`src/rtl/scba_pkg.sv`:
```
// Package for the size class block allocator: constants, types and codes.
// No dependencies; every other file of the block but scba_if.sv imports it.
package scba_pkg;

  localparam int unsigned AlignBytes      = 8;
  localparam int unsigned NumClasses      = 16;
  localparam int unsigned ChunkLimitBytes = 4096;
  localparam int unsigned MaxBlocks       = 64;
  localparam int unsigned HeapBytes       = 65536;

  localparam int unsigned LinkDepth = HeapBytes / AlignBytes;
  localparam int unsigned IdxW      = $clog2(LinkDepth);
  localparam int unsigned LinkW     = IdxW + 1;
  localparam int unsigned ClsW      = (NumClasses > 1) ? $clog2(NumClasses) : 1;
  localparam int unsigned TopW      = $clog2(HeapBytes) + 1;
  localparam int unsigned CntW      = $clog2(MaxBlocks) + 1;
  localparam int unsigned AlignSh   = $clog2(AlignBytes);

  typedef enum logic [1:0] {
    ST_OK       = 2'd0,
    ST_BAD_SIZE = 2'd1,
    ST_OOM      = 2'd2
  } status_e;

  typedef enum logic [0:0] {
    CMD_ALLOC = 1'b0,
    CMD_FREE  = 1'b1
  } cmd_e;

  typedef enum logic [2:0] {
    S_IDLE,
    S_DECODE,
    S_CARVE,
    S_READ,
    S_POP,
    S_DONE
  } state_e;

  // Commands from the controller to the datapath.
  typedef struct packed {
    logic load;
    logic carve_start;
    logic carve_step;
    logic read_link;
    logic pop;
    logic push;
    logic set_oom;
    logic out_push;
  } ctrl_t;

  // Status from the datapath to the controller.
  typedef struct packed {
    logic bad_size;
    logic is_free;
    logic head_valid;
    logic carve_ok;
    logic carve_last;
    logic blk_in_heap;
  } stat_t;

endpackage

```
`src/rtl/scba_ctrl.sv`:
```
// Controller state machine of the allocator; sequences decode, chunk carving,
// link read and list update. Depends on scba_pkg.
module scba_ctrl (
  input  logic           clk_i,
  input  logic           rst_ni,
  input  logic           in_valid_i,
  output logic           in_ready_o,
  input  logic           out_busy_i,
  input  scba_pkg::stat_t stat_i,
  output scba_pkg::ctrl_t ctrl_o
);
  import scba_pkg::*;

  state_e state_q, state_d;

  // State register.
  always_ff @(posedge clk_i or negedge rst_ni) begin
    if (!rst_ni) begin
      state_q <= S_IDLE;
    end else begin
      state_q <= state_d;
    end
  end

  // Next state and commands.
  always_comb begin
    state_d    = state_q;
    ctrl_o     = '0;
    in_ready_o = 1'b0;
    unique case (state_q)
      S_IDLE: begin
        in_ready_o = 1'b1;
        if (in_valid_i) begin
          ctrl_o.load = 1'b1;
          state_d     = S_DECODE;
        end
      end
      S_DECODE: begin
        if (stat_i.bad_size) begin
          state_d = S_DONE;
        end else if (stat_i.is_free) begin
          ctrl_o.push = stat_i.blk_in_heap;
          state_d     = S_DONE;
        end else if (stat_i.head_valid) begin
          ctrl_o.read_link = 1'b1;
          state_d          = S_READ;
        end else if (stat_i.carve_ok) begin
          ctrl_o.carve_start = 1'b1;
          state_d            = S_CARVE;
        end else begin
          ctrl_o.set_oom = 1'b1;
          state_d        = S_DONE;
        end
      end
      S_CARVE: begin
        ctrl_o.carve_step = 1'b1;
        if (stat_i.carve_last) begin
          state_d = S_DECODE;
        end
      end
      S_READ: begin
        state_d = S_POP;
      end
      S_POP: begin
        ctrl_o.pop = 1'b1;
        state_d    = S_DONE;
      end
      S_DONE: begin
        if (!out_busy_i) begin
          ctrl_o.out_push = 1'b1;
          state_d         = S_IDLE;
        end
      end
      default: state_d = S_IDLE;
    endcase
  end

endmodule

```
`config.mk`:
```
export PLATFORM = sky130hd
export DESIGN_NAME = scba_ctrl
export DESIGN_NICKNAME = d
export VERILOG_FILES = /design/src/rtl/scba_pkg.sv /design/src/rtl/scba_ctrl.sv
export SDC_FILE = /design/constraint.sdc
export NUM_CORES = 1
export LEC_CHECK = 0
export ABC_CLOCK_PERIOD_IN_PS = 1870
export CORE_AREA = 2 2 39 41
export CTS_BUF_LIST = sky130_fd_sc_hd__clkbuf_8 sky130_fd_sc_hd__clkbuf_16
export DETAILED_ROUTE_END_ITERATION = 12
export DIE_AREA = 0 0 41 43
export DONT_BUFFER_PORTS = 1
export PLACE_DENSITY = 0.31
export SLEW_MARGIN = 30
export SYNTH_ARGS = -nofsm -noshare
export SYNTH_HDL_FRONTEND = slang
export SYNTH_SLANG_ARGS = --single-unit
```
`constraint.sdc`:
```
create_clock -name clk_i -period 1.87 [get_ports clk_i]
set_input_delay 0.374 -clock clk_i [delete_from_list [all_inputs] [get_ports clk_i]]
set_output_delay 0.374 -clock clk_i [all_outputs]
set_load 0.05 [all_outputs]
```
==> impl_metrics.ini, run 1 <==
[sta]
skew_ps = 3.72
timing.final.hold_violations = 0
setup_viol = 0
drv_slew = 0
setup_ws_ps = 98.5
maxSlewHeadroom = 0.832
period_needed_ps = 1770
finalCritPeriodShare = 0.947
fmax_ghz = 0.565
rsz0062_at_grt = false
hold_slack_ps = 363
tightest_slew_ps = 252

[placement]
post-place-cells = 58
dp_slack_ps = 292
port_buffers = 0
gp_congestion = 0.710

[clock_network]
cts_buffers = 3
clkSinkCount = 3
cts_buffer_depth = 2
ctsRootBufferMaster = clkbuf_8
insertion_delay_ps = 220
clk_pin_slew_worst_paths_ps = 30
h-tree-depth = 1
cts_tree = built
postCtsSetupBuffers = 0

[status]
status = complete, no violations

[global_route]
grt_overflow = 0
grt_usage = 0.113
grt_pass1_vias = 328
grt_pass1_wl_um = 1300
antenna_found_initial = 0
grt_max_degree = 9

[power]
power.leakage_nw = 0.195
p_per_area_nw_per_um2 = 1530
ir_worst_vdd_mv = 0.524
power.total_uw = 695

[route]
drt_first_pass_iters = 3
wl_um = 782
num_vias = 290
routed_via_density = 4.60
drc_errors = 0
drt_iter0_drc = 10
drtAntennaViolNets = 0
wl_per_cell_um = 12.4

[synth]
syn_nets = 41
syn-cell-area_um2 = 263
netlist_instances = 31
synth_cell_types = 19
ys_seq_area_frac = 0.286
synth_top_area_frac = 0.286
ys_ff_latch = 3
ys_warn_count = 0
synth_area_leaders = dfrtp_1 (29%), nor3_4 (6.2%), nor3_1 (5.7%)
synth_top_cell_by_area = dfrtp_1
syn_avg_cell_area_um2 = 8.48

[floorplanning]
die_area_um2 = 1760
die_w_um = 41
dieHeight_um = 43
num_rows = 14
io_pins = 19
core_um2 = 1380
start_util = 0.190

[final_layout]
final_nets = 58
final_cell_mix = buf_4 (10), inv_1 (4), nor3_2 (3), clkbuf_8 (3)
final_common_cell = buf_4
top_register = state_q
drive_gt1_frac = 0.489
syn2layout_area_growth_pct = 73.3
antenna_cells = 0
top_regs = state_q (3)
final_cells = 63
largest_reg_flops = 3

[setup_path]
startpoint_type = flop
timing.rr.start = state_q[2]
worstPathRequired_ps = 1500
path_max_fanout = 4
worstSetupPathType = reg2out
cp-startpoint = state_q[2]
worstSetupEndpointType = output pin
critical_path_arrival_ps = 1400

[worst_hold_path]
hp-start = stat_i[1]
hp-class = in2reg

[job]
cap_violations = 0
[through the flow]
step | utilization | cell area, um^2 | setup TNS, ps
2_1_floorplan | - | 284 | -426
3_3_place_gp | 0.288 | 399 | 0
3_5_place_dp | 0.288 | 399 | 0
4_1_cts | 0.328 | 454 | 0
5_1_grt | 0.329 | 455 | 0
6_report | 0.329 | 455 | 0
[power breakdown]
part / total [mW] / switching, mW / internal [mW]
logic: 0.375 / 0.231 / 0.145
registers: 0.135 / 0.0431 / 0.0921
clock network: 0.185 / 0.0450 / 0.140
total: 0.695 / 0.319 / 0.377
[critical path, stage by stage, from the launching register on]
cell	delay [ps]
dfrtp_1	430
nor3_4	260
nand2b_4	90
nor3b_2	180
buf_4	220
[cell type report]
class	instances	area, um^2
Timing Repair Buffer	12	105
Clock buffer	3	41.3
Fill cell	152	928
Tap cell	16	20.0
Inverter	3	11.3
Clock inverter	1	3.75
Sequential cell	3	76.3
Multi-Input combinational cell	25	198
[synthesized netlist by cell type]
cell type  number
nand2b_4        1
o32ai_1         1
inv_1           3
dfrtp_1         3
nor3b_1         1
o2bb2ai_1       1
nand4_1         1
nor2_1          2
nor2b_1         2
o21ai_0         2
nor3b_2         1
nand2b_1        2
nor3_2          1
nor3_4          1
nor4_1          2
nor3_1          3
nand2_1         2
and2_1          1
and4_1          1
[timing repair]
action | 4_1_cts | 5_1_grt
hold buffers | 1 | 0
endpoints found under the hold margin | 3 | 0
resized for setup | 0 | 1
endpoints found under the setup margin | 0 | 1
[metal layers]
| metal | share of wire | routed length, um | vias up | track usage |
|---|---|---|---|---|
| li1 | - | - | 143 | - |
| met1 | 0.42 | 327 | 130 | 0.125 |
| met2 | 0.47 | 365 | 15 | 0.156 |
| met3 | 0.086 | 67 | 2 | 0.0471 |
| met4 | 0.029 | 23 | 0 | 0.100 |
| met5 | 0 | 0 | - | 0 |
[final timing paths]
check | endpoint | slack (ps) | cells past startpoint
max | ctrl_o[6] | 100 | 4
min | state_q[1] | 360 | 2
max reg2reg | state_q[0] | 510 | 5
min reg2reg | state_q[2] | 630 | 2
max in group asynchronous | state_q[0] | 1300 | 1
min in group asynchronous | state_q[2] | 410 | 1
[kinds of logic after synthesis]
group,Yosys count,synth area share
simple gates,21,0.567
compound gates,4,0.105
flops,3,0.286
buf+inv,3,0.0429
Note: power is estimated with default switching activity, not from simulation.
==> inputs of run 2 (changes only) <==
Settings changed: SETUP_SLACK_MARGIN set to 0.2.
==> run 2 against run 1 <==
Net effect:
- count of clock-buffer cells in the layout did not move
- flip-flop and latch count did not move
- final area rose by 16%
- via count rose by 4.1%
- hold slack worse by 9.6 ps
- critical path depth unchanged
- first-iteration DRC count decreased by 40%
- fmax increased by 3.2%
- die area unchanged
- sequential power shrank 9%
- critical path type unchanged
- critical endpoint is now ctrl_o[1]
- largest cell class unchanged
==> impl_metrics.ini, run 2 (synthesized netlist as in run 1, its figures left out) <==
[power]
combPwrFrac = 0.611
p_sw_uw = 344
clkPwrFrac = 0.231
power.leakage_nw = 0.225
power.total_uw = 777
p_seq_frac = 0.158
p_per_area_nw_per_um2 = 1470
p_sw_frac = 0.443
ir_worst_vdd_mv = 0.698
p_int_uw = 433

[clock_network]
cts_buffers = 3
clk_pin_slew_worst_paths_ps = 30
cts_tree = built
ctsRootBufferMaster = clkbuf_8
cts_buffer_depth = 2
clkSinkCount = 3
insertion_delay_ps = 210
h-tree-depth = 1

[sta]
fmax_ghz = 0.583
timing.final.hold_violations = 0
period_needed_ps = 1720
setup_ws_ps = 154
finalCritPeriodShare = 0.918
skew_ps = 2.88
maxSlewHeadroom = 0.827
setup_viol = 0
drv_slew = 0
rsz0062_at_grt = true
hold_slack_ps = 353
tightest_slew_ps = 257

[job]
cap_violations = 0

[setup_path]
path_max_fanout = 4
critical_path_arrival_ps = 1340
startpoint_type = flop
worstPathRequired_ps = 1500
worstSetupEndpointType = output pin
worstSetupPathType = reg2out

[floorplanning]
io_pins = 19
die_w_um = 41
die_area_um2 = 1760
num_rows = 14
dieHeight_um = 43
core_um2 = 1380
start_util = 0.190

[final_layout]
final_nets = 61
final_util = 0.382
syn2layout_area_growth_pct = 101
largest_reg_flops = 3
antenna_cells = 0
drive_gt1_frac = 0.580
top_regs = state_q (3)
top_register = state_q
final_common_cell = buf_4
final_cell_mix = buf_4 (8), buf_6 (5), inv_1 (4)

[route]
drt_iter0_drc = 6
wl_per_cell_um = 12.6
drt_first_pass_iters = 4
wl_um = 829
drc_errors = 0
drtAntennaViolNets = 0
num_vias = 302
routed_via_density = 4.58

[placement]
port_buffers = 0
gp_congestion = 0.755
dp_slack_ps = 240
hpwl_um = 638

[global_route]
grt_overflow = 0
grt_pass1_vias = 326
grt_pass1_wl_um = 1360
grt_max_degree = 8
antenna_found_initial = 0
grt_usage = 0.118

[status]
status = complete, no violations

[worst_hold_path]
hp-class = in2reg
## run 2: timing repair
action | CTS | global route
endpoints found under the setup margin | 4 | 7
hold buffers | 1 | 0
buffers inserted | 2 | 1
gates cloned | 0 | 0
endpoints found under the hold margin | 3 | 0
pin swaps | 1 | 1
gates resized for setup | 4 | 5
## run 2: power groups by stage
stage / clock network [mW] / logic [mW] / registers (mW)
5_1_grt: 0.189 / 0.501 / 0.125
3_5_place_dp: 0 / 0.407 / 0.118
2_1_floorplan: 0 / 0.254 / 0.137
3_3_place_gp: 0 / 0.409 / 0.120
6_report: 0.180 / 0.475 / 0.123
4_1_cts: 0.182 / 0.433 / 0.121
## run 2: metal layers
metal,part of all wire,routed length (um),GRT usage,vias up
li1,-,-,-,150
met1,0.38,317,0.132,141
met2,0.55,459,0.178,11
met3,0.064,53,0.0576,0
met4,0,0,0.0600,0
met5,0,0,0,-
## run 2: area by class of cell
cell class              instances  area (um^2)
well taps                      16         20.0
repair buffers                 15          146
flip-flops and latches          3         76.3
clock buffers                   3         41.3
multi-input cells              25          229
clock inverters                 1         3.75
inverters                       3         11.3
fillers                       146          856
## run 2: path summary, 6_finish.rpt
check / depth (start not counted) / endpoint / slack [ps] / from
setup / recovery: 4 / ctrl_o[1] / 150 / state_q[1]
hold / removal: 2 / state_q[1] / 350 / stat_i[2]
setup reg to reg: 5 / state_q[0] / 520 / state_q[0]
hold reg to reg: 2 / state_q[0] / 650 / state_q[1]
max in group asynchronous: 1 / state_q[1] / 1300 / rst_ni
min in group asynchronous: 1 / state_q[1] / 410 / rst_ni
## run 2: metrics by stage
step	setup TNS (ps)	cell area, um^2	std cells
5_1_grt	0	528	66
3_5_place_dp	0	414	58
3_3_place_gp	0	414	58
6_report	0	528	66
4_1_cts	0	500	65
2_1_floorplan	-426	299	31
## run 2: worst max-delay path: stages, from the launching register on
cell	delay [ps]
dfrtp_2	420
nand2b_4	160
nand2b_4	180
nor3_4	200
buf_6	180
